<file path="src/rtl/fosm_pkg.sv">
// ----------------------------------------------------------------------------
// fosm_pkg: object sector map shared definitions
// widths, request and status codes, register indexes and the command and
// status bundles that join the controller to the datapath
// ----------------------------------------------------------------------------
package fosm_pkg;

	// directory geometry
	localparam int MAX_ENTRIES  = 256;
	localparam int IDX_W        = $clog2(MAX_ENTRIES);
	localparam int CNT_W        = IDX_W + 1;
	localparam int HEADER_BYTES = 16;
	localparam int HDR_SHIFT    = $clog2(HEADER_BYTES);

	// field widths
	localparam int REQ_W  = 2;
	localparam int OBJ_W  = 32;
	localparam int INST_W = 16;
	localparam int STAT_W = 3;
	localparam int ADDR_W = 24;
	localparam int SIZE_W = 17;
	localparam int CHIP_W = 25;

	// configuration port
	localparam int CFG_IDX_W  = 2;
	localparam int CFG_DATA_W = 25;

	// internal arithmetic widths
	localparam int HDR_W  = ADDR_W + 1;
	localparam int PROD_W = SIZE_W + CNT_W;
	localparam int SEC_W  = PROD_W + 1;
	localparam int LIM_W  = SEC_W + 1;
	localparam int ENT_W  = OBJ_W + INST_W + ADDR_W;

	// sector addresses are 24-bit, so nothing may reach past this
	localparam logic [CHIP_W-1:0] ADDR_SPACE = CHIP_W'(1) << ADDR_W;

	// reset values of the registers
	localparam logic [ADDR_W-1:0] TABLE_START_RST = ADDR_W'(0);
	localparam logic [ADDR_W-1:0] TABLE_END_RST   = ADDR_W'(4096);
	localparam logic [SIZE_W-1:0] SEC_BYTES_RST   = SIZE_W'(4096);
	localparam logic [CHIP_W-1:0] CHIP_SIZE_RST   = CHIP_W'(1048576);

	typedef enum logic [REQ_W-1:0] {
		REQ_LOOKUP = 2'd0,
		REQ_SAVE   = 2'd1,
		REQ_CLEAR  = 2'd2,
		REQ_NONE   = 2'd3
	} req_type_t;

	typedef enum logic [STAT_W-1:0] {
		ST_FOUND   = 3'd0,
		ST_ALLOC   = 3'd1,
		ST_MISS    = 3'd2,
		ST_FULL    = 3'd3,
		ST_BEYOND  = 3'd4,
		ST_CLEARED = 3'd5
	} status_t;

	typedef enum logic [CFG_IDX_W-1:0] {
		CFG_TABLE_START = 2'd0,
		CFG_TABLE_END   = 2'd1,
		CFG_SEC_BYTES   = 2'd2,
		CFG_CHIP_SIZE   = 2'd3
	} cfg_idx_t;

	// controller to datapath
	typedef struct packed {
		logic    load;
		logic    scan;
		logic    alloc;
		logic    clear;
		logic    res_we;
		status_t res_code;
	} cmd_t;

	// datapath to controller
	typedef struct packed {
		logic hit;
		logic scan_done;
		logic full;
		logic beyond;
		logic out_free;
	} stat_t;

endpackage

</file>
<file path="src/rtl/fosm_ctrl.sv">
// ----------------------------------------------------------------------------
// fosm_ctrl: object sector map controller
// sequences accept, directory scan, allocation decision and response
// ----------------------------------------------------------------------------
module fosm_ctrl import fosm_pkg::*; (
	input  logic             clk,
	input  logic             arst_n,
	input  logic             req_valid,
	input  logic [REQ_W-1:0] req_type,
	output logic             req_ready,
	input  stat_t            st,
	output cmd_t             cmd
);

	typedef enum logic [2:0] {
		S_IDLE,
		S_SCAN,
		S_CHECK,
		S_DECIDE,
		S_FINISH
	} state_t;

	state_t  state_q;
	status_t code_q;
	logic    save_q;
	logic    alloc_q;
	logic    clear_q;

	assign req_ready    = (state_q == S_IDLE);
	assign cmd.load     = req_valid && req_ready;
	assign cmd.scan     = (state_q == S_SCAN);
	assign cmd.res_we   = (state_q == S_FINISH) && st.out_free;
	assign cmd.alloc    = cmd.res_we && alloc_q;
	assign cmd.clear    = cmd.res_we && clear_q;
	assign cmd.res_code = code_q;

	always_ff @(posedge clk or negedge arst_n) begin
		if (!arst_n) begin
			state_q <= S_IDLE;
			code_q  <= ST_MISS;
			save_q  <= 1'b0;
			alloc_q <= 1'b0;
			clear_q <= 1'b0;
		end else begin
			case (state_q)
				S_IDLE: begin
					if (cmd.load) begin
						save_q  <= (req_type_t'(req_type) == REQ_SAVE);
						alloc_q <= 1'b0;
						clear_q <= 1'b0;
						case (req_type_t'(req_type))
							REQ_LOOKUP, REQ_SAVE: state_q <= S_SCAN;
							REQ_CLEAR: begin
								code_q  <= ST_CLEARED;
								clear_q <= 1'b1;
								state_q <= S_FINISH;
							end
							default: begin
								code_q  <= ST_MISS;
								state_q <= S_FINISH;
							end
						endcase
					end
				end
				S_SCAN: begin
					if (st.hit) begin
						code_q  <= ST_FOUND;
						state_q <= S_FINISH;
					end else if (st.scan_done) begin
						if (save_q)
							state_q <= S_CHECK;
						else begin
							code_q  <= ST_MISS;
							state_q <= S_FINISH;
						end
					end
				end
				// sector arithmetic settles
				S_CHECK: state_q <= S_DECIDE;
				S_DECIDE: begin
					if (st.full)
						code_q <= ST_FULL;
					else if (st.beyond)
						code_q <= ST_BEYOND;
					else begin
						code_q  <= ST_ALLOC;
						alloc_q <= 1'b1;
					end
					state_q <= S_FINISH;
				end
				S_FINISH: begin
					if (st.out_free)
						state_q <= S_IDLE;
				end
				default: state_q <= S_IDLE;
			endcase
		end
	end

endmodule

</file>
<file path="config.mk">
export PLATFORM = sky130hd
export DESIGN_NAME = fosm_ctrl
export DESIGN_NICKNAME = d
export VERILOG_FILES = /design/src/rtl/fosm_pkg.sv /design/src/rtl/fosm_ctrl.sv
export SDC_FILE = /design/constraint.sdc
export NUM_CORES = 1
export LEC_CHECK = 0
export ABC_AREA = 1
export BUFFER_PORTS_ARGS = -buffer_cell sky130_fd_sc_hd__buf_2
export CORE_AREA = 4 4 41 43
export CTS_BUF_LIST = sky130_fd_sc_hd__clkbuf_8 sky130_fd_sc_hd__clkbuf_16
export CTS_CLUSTER_SIZE = 25
export DETAILED_ROUTE_END_ITERATION = 16
export DIE_AREA = 0 0 45 47
export GPL_ROUTABILITY_DRIVEN = 0
export HOLD_SLACK_MARGIN = 0.05
export PLACE_DENSITY = 0.7
export SLEW_MARGIN = 20
export SYNTH_ARGS = -nofsm -noshare
export SYNTH_HDL_FRONTEND = slang
export SYNTH_SLANG_ARGS = --single-unit
</file>
<file path="constraint.sdc">
create_clock -name clk -period 1.6 [get_ports clk]
set_clock_uncertainty 0.05 [all_clocks]
set_input_delay 0.08 -clock clk [delete_from_list [all_inputs] [get_ports clk]]
set_output_delay 0.08 -clock clk [all_outputs]
set_load 0.02 [all_outputs]
</file>
==> impl_metrics.json, run 1 <==
{
  "grt_pass1_wl_um": 2200,
  "switchingPower_w": 0.000617,
  "antenna_left": 0,
  "yosys.area.top_type_share_pct": 34.6,
  "setup_violations": 0,
  "routed_wl_um": 1300,
  "ys_top_cells_by_area": "dfrtp_1, nand2_1, nor2_4",
  "avgViaCountPerCell": 4.88,
  "synth_nets": 91,
  "ir_drop_mv": 0.739,
  "dp_hpwl_um": 1030,
  "pwr-share-comb_pct": 51.1,
  "critPathArrivalTime_ns": 1.34,
  "clk_latency_ns": 0.23,
  "grt_usage_pct": 15.1,
  "period_needed_ns": 1.47,
  "initial_core_util_pct": 44.5,
  "antenna_found_initial": 0,
  "yosysWarnings": 0,
  "end_kind": "primary output",
  "tns_ns": 0,
  "cts_buffers": 3,
  "ff2ff_setup_slack_ns": 0.35,
  "p_total_w": 0.00133,
  "grt_max_degree": 10,
  "n_antenna_cell": 0,
  "finalHoldViolCount": 0,
  "cap_viol_max_count": 0,
  "cts_tree": "yes",
  "status": "finished, final reports clean",
  "power.internal_w": 0.000717,
  "path_class": "flip-flop to primary output",
  "powerDensity_nw_per_um2": 1770,
  "placementRows": 13,
  "finalCritPeriodShare_pct": 92.2,
  "holdPathStages": 4,
  "postPlaceCellArea_sq_um": 688,
  "area_growth_pct": 30.0,
  "power_leakage_nw": 0.412,
  "rr_endpoint": "code_q[2]",
  "io_pins": 19,
  "crit_fanout": 5,
  "cts.sinks": 9,
  "drive_gt1_share_pct": 34.3,
  "start_kind": "flip-flop",
  "yosysSeqAreaShare_pct": 39.1,
  "cts_htree_levels": 1,
  "die_area_sq_um": 2120,
  "dr_total_vias": 586,
  "yosysUniqueCellTypes": 16,
  "avgSynthCellArea_sq_um": 7.15,
  "cts_root_buf": "clkbuf_8",
  "drtIter0Drc": 12,
  "syn_area_sq_um": 579,
  "grt_pass1_vias": 560,
  "worstMarginPinSlew_ns": 0.269,
  "rsz0062_at_grt": "no",
  "holdCritPathClass": "input port to flip-flop",
  "clock.fmax_mhz": 678,
  "min-delay-start": "st[1]",
  "die_w_um": 45,
  "syn-instance-count": 81,
  "finalNetCount": 116,
  "r2r_start": "state_q[1]",
  "fin_area_sq_um": 753,
  "path_clk_slew_ns": 0.05,
  "slew_headroom_pct": 81.9,
  "core_sq_um": 1300,
  "cp.required_ns": 1.47,
  "drc": 0,
  "cts-resized-gates": 0,
  "p_clk_share_pct": 19.5,
  "synth.ff_latch_count": 9,
  "gr-total-overflow": 0,
  "clock_path_buffers": 2,
  "dr.pass1.iters": 4,
  "pwr-share-seq_pct": 29.4,
  "die_y_um": 47,
  "drv_slew": 0,
  "avgRoutedWirePerCell_um": 10.8,
  "synth_area_leader_cell": "dfrtp_1",
  "whs_endpoint": "alloc_q",
  "io_buffers": 18,
  "swShare_pct": 46.3,
  "worst_r2r_path_depth": 6
}
[flip-flops by register name (all words and copies together) (netlist names)]
name	count
code_q	3
state_q	3
alloc_q	1
clear_q	1
save_q	1
[per-stage QoR]
step | hold WS (ns) | setup WS (ns) | utilization (%) | cells
after detailed placement | -0.105 | 0.351 | 52.9 | 114
after global routing | 0.0917 | 0.00801 | 57.9 | 120
final | 0.0753 | 0.125 | 57.9 | 120
after global placement | -0.106 | 0.377 | 52.9 | 114
after CTS | 0.0790 | 0.133 | 57.9 | 120
after floorplan | -0.266 | 0.418 | - | 81
[power by group through the flow]
| stage | clock (W) | combinational [W] | sequential (W) |
|---|---|---|---|
| after floorplan | 0 | 0.000468 | 0.000433 |
| after global placement | 0 | 0.000668 | 0.000393 |
| after detailed placement | 0 | 0.000682 | 0.000397 |
| after CTS | 0.000266 | 0.000687 | 0.000394 |
| after global routing | 0.000279 | 0.000754 | 0.000406 |
| final | 0.000260 | 0.000682 | 0.000392 |
[kinds of logic after synthesis]
logic type | count (synthesis) | synth area share (%)
AO/OA/AOI/OAI | 8 | 6.91
buffers and inverters | 14 | 9.07
flip-flops | 9 | 39.1
AND/OR/NAND/NOR | 50 | 44.9
[worst max-delay path, stage by stage (launching register included)]
cell     delay, ns
dfrtp_1       0.44
nor2_2        0.22
nand2_4       0.12
nor2_4        0.15
buf_2         0.19
[cell usage after synthesis]
cell / instances
o21ai_1: 2
a21oi_1: 3
nor2_4: 4
inv_1: 10
o21ai_0: 3
nand3_1: 6
dfrtp_1: 8
nor3_1: 2
nand2_4: 2
nand3b_1: 1
nand2_1: 23
dfstp_2: 1
nor2_2: 3
inv_2: 4
nand3_2: 1
nor2_1: 8
[cell usage in the layout, fill, tap and decap left out, types with 4 or more instances in the layout]
cell type and count:
nand2_1 23, buf_2 18, inv_1 11, nor2_1 8
dfrtp_1 8, nand3_1 6, inv_2 4, nor2_4 4
[layer usage]
metal	wire [um]	vias to the layer above	share of wire (%)	GRT usage [%]
met1	548	262	42	16.8
met2	624	24	48	24.9
met5	0	-	0	0
met3	90	4	6.9	3.45
li1	-	296	-	-
met4	33	0	2.5	12.3
[cell type report]
class	instances	area, sq um
inverters	14	52.6
multi-input cells	58	300
repair buffers	20	110
clock inverters	1	3.75
clock buffers	3	41.3
flip-flops and latches	9	226
well taps	15	18.8
fillers	131	548
[what timing repair did]
item,in CTS,in global routing
hold endpoints to repair,10,0
hold buffers,2,0
buffers inserted,0,0
[how the worst max path moves through the flow]
stage	from	endpoint	slack, ns	cells after the start
after detailed placement	state_q[2]	code_q[2]	0.35	6
final	state_q[1]	cmd[7]	0.13	4
after global placement	state_q[0]	code_q[2]	0.38	6
after CTS	state_q[0]	cmd[7]	0.13	4
after global routing	state_q[0]	cmd[5]	0.008	4
after floorplan	state_q[0]	cmd[4]	0.42	3
(Power assumes the default switching activity.)
==> run 2, diff against run 1 <==
- CORE_AREA: 4 4 41 43 -> 4 4 49 51
- DIE_AREA: 0 0 45 47 -> 0 0 53 55
- PLACE_DENSITY: 0.7 -> not set
==> run 2 against run 1 <==
Worst setup slack got worse by 0.0011 ns. Hold slack got worse by 0.0063 ns. Clock-buffer cell count unchanged. First-iteration DRC count decreased by 8.3%. Critical endpoint unchanged. Largest cell class unchanged. Largest power group unchanged.
==> impl_metrics.json, run 2 (same netlist as run 1, synthesis figures left out) <==
{
  "path_class": "flip-flop to primary output",
  "finalCritPeriodShare_pct": 92.2,
  "final_cell_mix": "nand2_1, buf_2, inv_1",
  "worstMarginPinSlew_ns": 0.249,
  "holdCritPathClass": "input port to flip-flop",
  "drv_slew": 0,
  "rsz0062_at_grt": "no",
  "grt_pass1_wl_um": 2260,
  "tns_ns": 0,
  "min-delay-start": "st[1]",
  "critPathArrivalTime_ns": 1.35,
  "drc": 0,
  "die_area_sq_um": 2920,
  "end_kind": "primary output",
  "cts_buffers": 3,
  "top_regs": "code_q: 3 flops, state_q: 3 flops",
  "regArea_sq_um": 226,
  "n_antenna_cell": 0,
  "start_kind": "flip-flop",
  "powerDensity_nw_per_um2": 1730,
  "setup_slack_ns": 0.124,
  "slew_headroom_pct": 83.3,
  "r2r_start": "state_q[2]",
  "status": "finished, final reports clean",
  "area_growth_pct": 32.6,
  "cts.sinks": 9,
  "power_leakage_nw": 0.412,
  "drive_gt1_share_pct": 34.3,
  "clk_latency_ns": 0.24,
  "n_fill_cell": 219,
  "ir_drop_mv": 0.703,
  "path_clk_slew_ns": 0.05,
  "die_y_um": 55,
  "multi_input_area_sq_um": 300,
  "antenna_found_initial": 0,
  "initial_core_util_pct": 29.8,
  "avgViaCountPerCell": 4.23,
  "placementRows": 16,
  "cts_tree": "yes",
  "antenna_left": 0,
  "die_w_um": 53,
  "cts_htree_levels": 1,
  "dr.pass1.iters": 4,
  "period_needed_ns": 1.48,
  "cts_root_buf": "clkbuf_8",
  "clock_path_buffers": 2,
  "io_pins": 19,
  "setup_violations": 0,
  "cp.required_ns": 1.47,
  "finalNetCount": 116,
  "dr_total_vias": 559,
  "gr-total-overflow": 0,
  "layout_commonest_cell": "nand2_1",
  "grt_pass1_vias": 539,
  "crit_fanout": 5,
  "dp_hpwl_um": 1060,
  "place_ws_ns": 0.322,
  "worstSetupStartpoint": "state_q[0]",
  "clock.fmax_mhz": 678,
  "cts-resized-gates": 0,
  "io_buffers": 18,
  "avgRoutedWirePerCell_um": 9.92,
  "grt_usage_pct": 11.1,
  "cap_viol_max_count": 0,
  "drtIter0Drc": 11,
  "core_sq_um": 1940,
  "finalHoldViolCount": 0,
  "grt_max_degree": 10,
  "routed_wl_um": 1310
}
[run 2: cell counts in the layout (fill, tap and decap cells not counted)]
No cell type changed its count.
[run 2: worst paths after layout]
kind / end / slack [ns] / cells after the start
min: alloc_q / 0.07 / 4
max reg2reg: code_q[2] / 0.33 / 6
min in group asynchronous: save_q / 0.18 / 2
max in group asynchronous: code_q[1] / 1.06 / 2
min reg2reg: code_q[1] / 0.41 / 2
max: cmd[7] / 0.12 / 4
[run 2: area by class of cell]
| type | instances | share of cell area [%] |
|---|---|---|
| Sequential cell | 9 | 29.5 |
| Multi-Input combinational cell | 58 | 39.1 |
| Tap cell | 27 | 4.40 |
| Inverter | 14 | 6.84 |
| Timing Repair Buffer | 20 | 14.3 |
| Clock inverter | 1 | 0.489 |
| Clock buffer | 3 | 5.37 |
[run 2: report_power, final]
part / internal (W) / switching (W)
logic: 0.000224 / 0.000451
registers: 0.000325 / 0.0000680
clock network: 0.000167 / 0.0000944
[run 2: metrics by stage]
stage          power [W]  instance area (sq um)  util, %  std cells  hold WS [ns]
2_1_floorplan   0.000902                    579        -         81        -0.266
3_3_place_gp     0.00107                    703     36.2        126        -0.100
3_5_place_dp     0.00108                    703     36.2        126       -0.0968
4_1_cts          0.00135                    768     39.6        132        0.0692
5_1_grt          0.00145                    768     39.6        132         0.139
6_report         0.00133                    768     39.6        132        0.0690
[run 2: repair_timing]
item / 4_1_cts / 5_1_grt
endpoints found under the hold margin: 10 / 0
hold buffers: 2 / 0
setup buffers: 0 / 0
[run 2: routing by layer]
| metal | GRT usage [%] | part of all wire (%) | wire [um] | vias up |
|---|---|---|---|---|
| li1 | - | - | - | 298 |
| met1 | 13.1 | 45 | 587 | 247 |
| met2 | 18.0 | 49 | 641 | 11 |
| met3 | 2.41 | 4.0 | 52 | 3 |
| met4 | 7.66 | 2.2 | 29 | 0 |
| met5 | 0 | 0 | 0 | - |
[run 2: critical path: stages (launching register included)]
cell	delay (ns)
dfrtp_1	0.42
nor2_2	0.24
nand2_4	0.12
nor2_4	0.15
buf_2	0.19
==> run 3, diff against run 2 <==
- clock period: 1.6 -> 1.3 ns (I/O delays scaled with it)
==> run 3 against run 2 <==
The run now ends with negative setup slack left. Register-to-register slack got worse by 0.28 ns. Utilization grew 4.1 points. Via count up 3.2%. Global-route usage is 0.17 points higher. Combinational power up 45%. Largest cell class unchanged. Power up 35%. Critical path depth unchanged. Flip-flop and latch count unchanged. Routed wire length grew 3.7%. First-iteration DRC count is 9.1% lower.
==> impl_metrics.json, run 3 (same netlist as run 1, synthesis figures left out) <==
{
  "cts.sinks": 9,
  "ir_drop_mv": 1.02,
  "core_sq_um": 1940,
  "cts_root_buf": "clkbuf_8",
  "avgViaCountPerCell": 4.24,
  "p_clk_share_pct": 17.8,
  "finalNetCount": 120,
  "placementRows": 16,
  "drv_slew": 0,
  "io_buffers": 18,
  "worstMarginPinSlew_ns": 0.246,
  "gr-total-overflow": 0,
  "antenna_left": 0,
  "violations": "negative setup slack",
  "avgRoutedWirePerCell_um": 9.99,
  "n_antenna_cell": 0,
  "cts_buffers": 3,
  "end_kind": "primary output",
  "grt_max_degree": 10,
  "drtIter0Drc": 10,
  "drive_gt1_share_pct": 41.3,
  "cp.required_ns": 1.19,
  "tns_ns": -0.00985,
  "grt_pass1_vias": 557,
  "die_w_um": 53,
  "cap_viol_max_count": 0,
  "start_kind": "flip-flop",
  "switchingPower_w": 0.000811,
  "io_pins": 19,
  "path_clk_slew_ns": 0.05,
  "setup_violations": 2,
  "die_area_sq_um": 2920,
  "fin_util_pct": 43.7,
  "holdCritPathClass": "input port to flip-flop",
  "top_regs": "code_q: 3 flops, state_q: 3 flops",
  "initial_core_util_pct": 29.8,
  "period_needed_ns": 1.31,
  "layout_commonest_cell": "nand2_1",
  "pwr-share-comb_pct": 54.4,
  "cts_tree": "yes",
  "cts_htree_levels": 1,
  "antenna_found_initial": 0,
  "status": "finished with violations",
  "finalCritPeriodShare_pct": 101,
  "setup_slack_ns": -0.00692,
  "critPathArrivalTime_ns": 1.19,
  "clock_path_buffers": 2,
  "slew_headroom_pct": 83.4,
  "drc": 0,
  "routed_wl_um": 1360,
  "clk_latency_ns": 0.24,
  "dr_total_vias": 577,
  "final_cell_mix": "nand2_1, buf_2, inv_1",
  "area_growth_pct": 46.4,
  "swShare_pct": 45.0,
  "finalHoldViolCount": 0,
  "dr.pass1.iters": 4,
  "power_leakage_nw": 0.435,
  "crit_fanout": 4,
  "die_y_um": 55,
  "rsz0062_at_grt": "yes",
  "path_class": "flip-flop to primary output",
  "powerDensity_nw_per_um2": 2120,
  "grt_usage_pct": 11.3,
  "grt_pass1_wl_um": 2280,
  "pwr-share-seq_pct": 27.7,
  "clock.fmax_mhz": 765,
  "dp_hpwl_um": 1060,
  "power.internal_w": 0.000990
}
==> run 3: changes by cell type in the layout (fill, tap and decap cells not counted), sizes merged <==
cell and delta:
buf +4
==> run 3: timing repair <==
| item | CTS | global route |
|---|---|---|
| pin swaps | 2 | 1 |
| buffers inserted | 3 | 1 |
| setup endpoints to repair | 6 | 12 |
| hold buffers | 2 | 0 |
| gates resized for setup | 7 | 8 |
| hold endpoints to repair | 10 | 0 |
==> run 3: worst paths after layout <==
path / end / slack (ns) / cells past startpoint / startpoint
worst max register to register: code_q[0] / 0.05 / 7 / state_q[0]
min in group asynchronous: clear_q / 0.16 / 2 / arst_n
max in group asynchronous: code_q[1] / 0.78 / 2 / arst_n
worst min-delay path: alloc_q / 0.05 / 4 / st[1]
worst max-delay path: cmd[4] / -0.007 / 4 / state_q[1]
worst min register to register: code_q[1] / 0.41 / 2 / code_q[1]
==> run 3: stage by stage <==
step | area (sq um) | cells | total power, W | setup WS (ns) | hold slack, ns
5_1_grt | 848 | 136 | 0.00195 | -0.0624 | 0.122
3_5_place_dp | 703 | 126 | 0.00133 | 0.0217 | -0.112
4_1_cts | 811 | 135 | 0.00173 | -0.0236 | 0.0509
6_report | 848 | 136 | 0.00180 | -0.00692 | 0.0542
3_3_place_gp | 703 | 126 | 0.00131 | 0.0466 | -0.115
2_1_floorplan | 579 | 81 | 0.00111 | 0.123 | -0.281
==> run 3: metal layers <==
layer  GRT usage [%]  vias up  wire (um)
met2            19.0       15        677
met5               0        -          0
met1            12.8      255        584
met4            7.66        0         29
met3            2.41        3         67
li1                -      304          -
==> run 3: power by group through the flow <==
stage	logic, W	registers [W]	clock network, W
final	0.000980	0.000499	0.000321
after global routing	0.00109	0.000515	0.000345
after CTS	0.000904	0.000499	0.000331
after detailed placement	0.000837	0.000491	0
after global placement	0.000825	0.000490	0
after floorplan	0.000576	0.000533	0
==> run 3: critical path, stage by stage, from the launching register on <==
cell and delay [ns]:
dfrtp_2 0.44, nor2_4 0.16, nand3_2 0.10, nor2_1 0.11
buf_4 0.15
==> run 3: final cells by class <==
class | count | area, sq um
clock buffers | 3 | 41.3
inverters | 14 | 52.6
flip-flops and latches | 9 | 230
multi-input cells | 58 | 330
fillers | 200 | 1090
clock inverters | 1 | 3.75
repair buffers | 24 | 156
well taps | 27 | 33.8
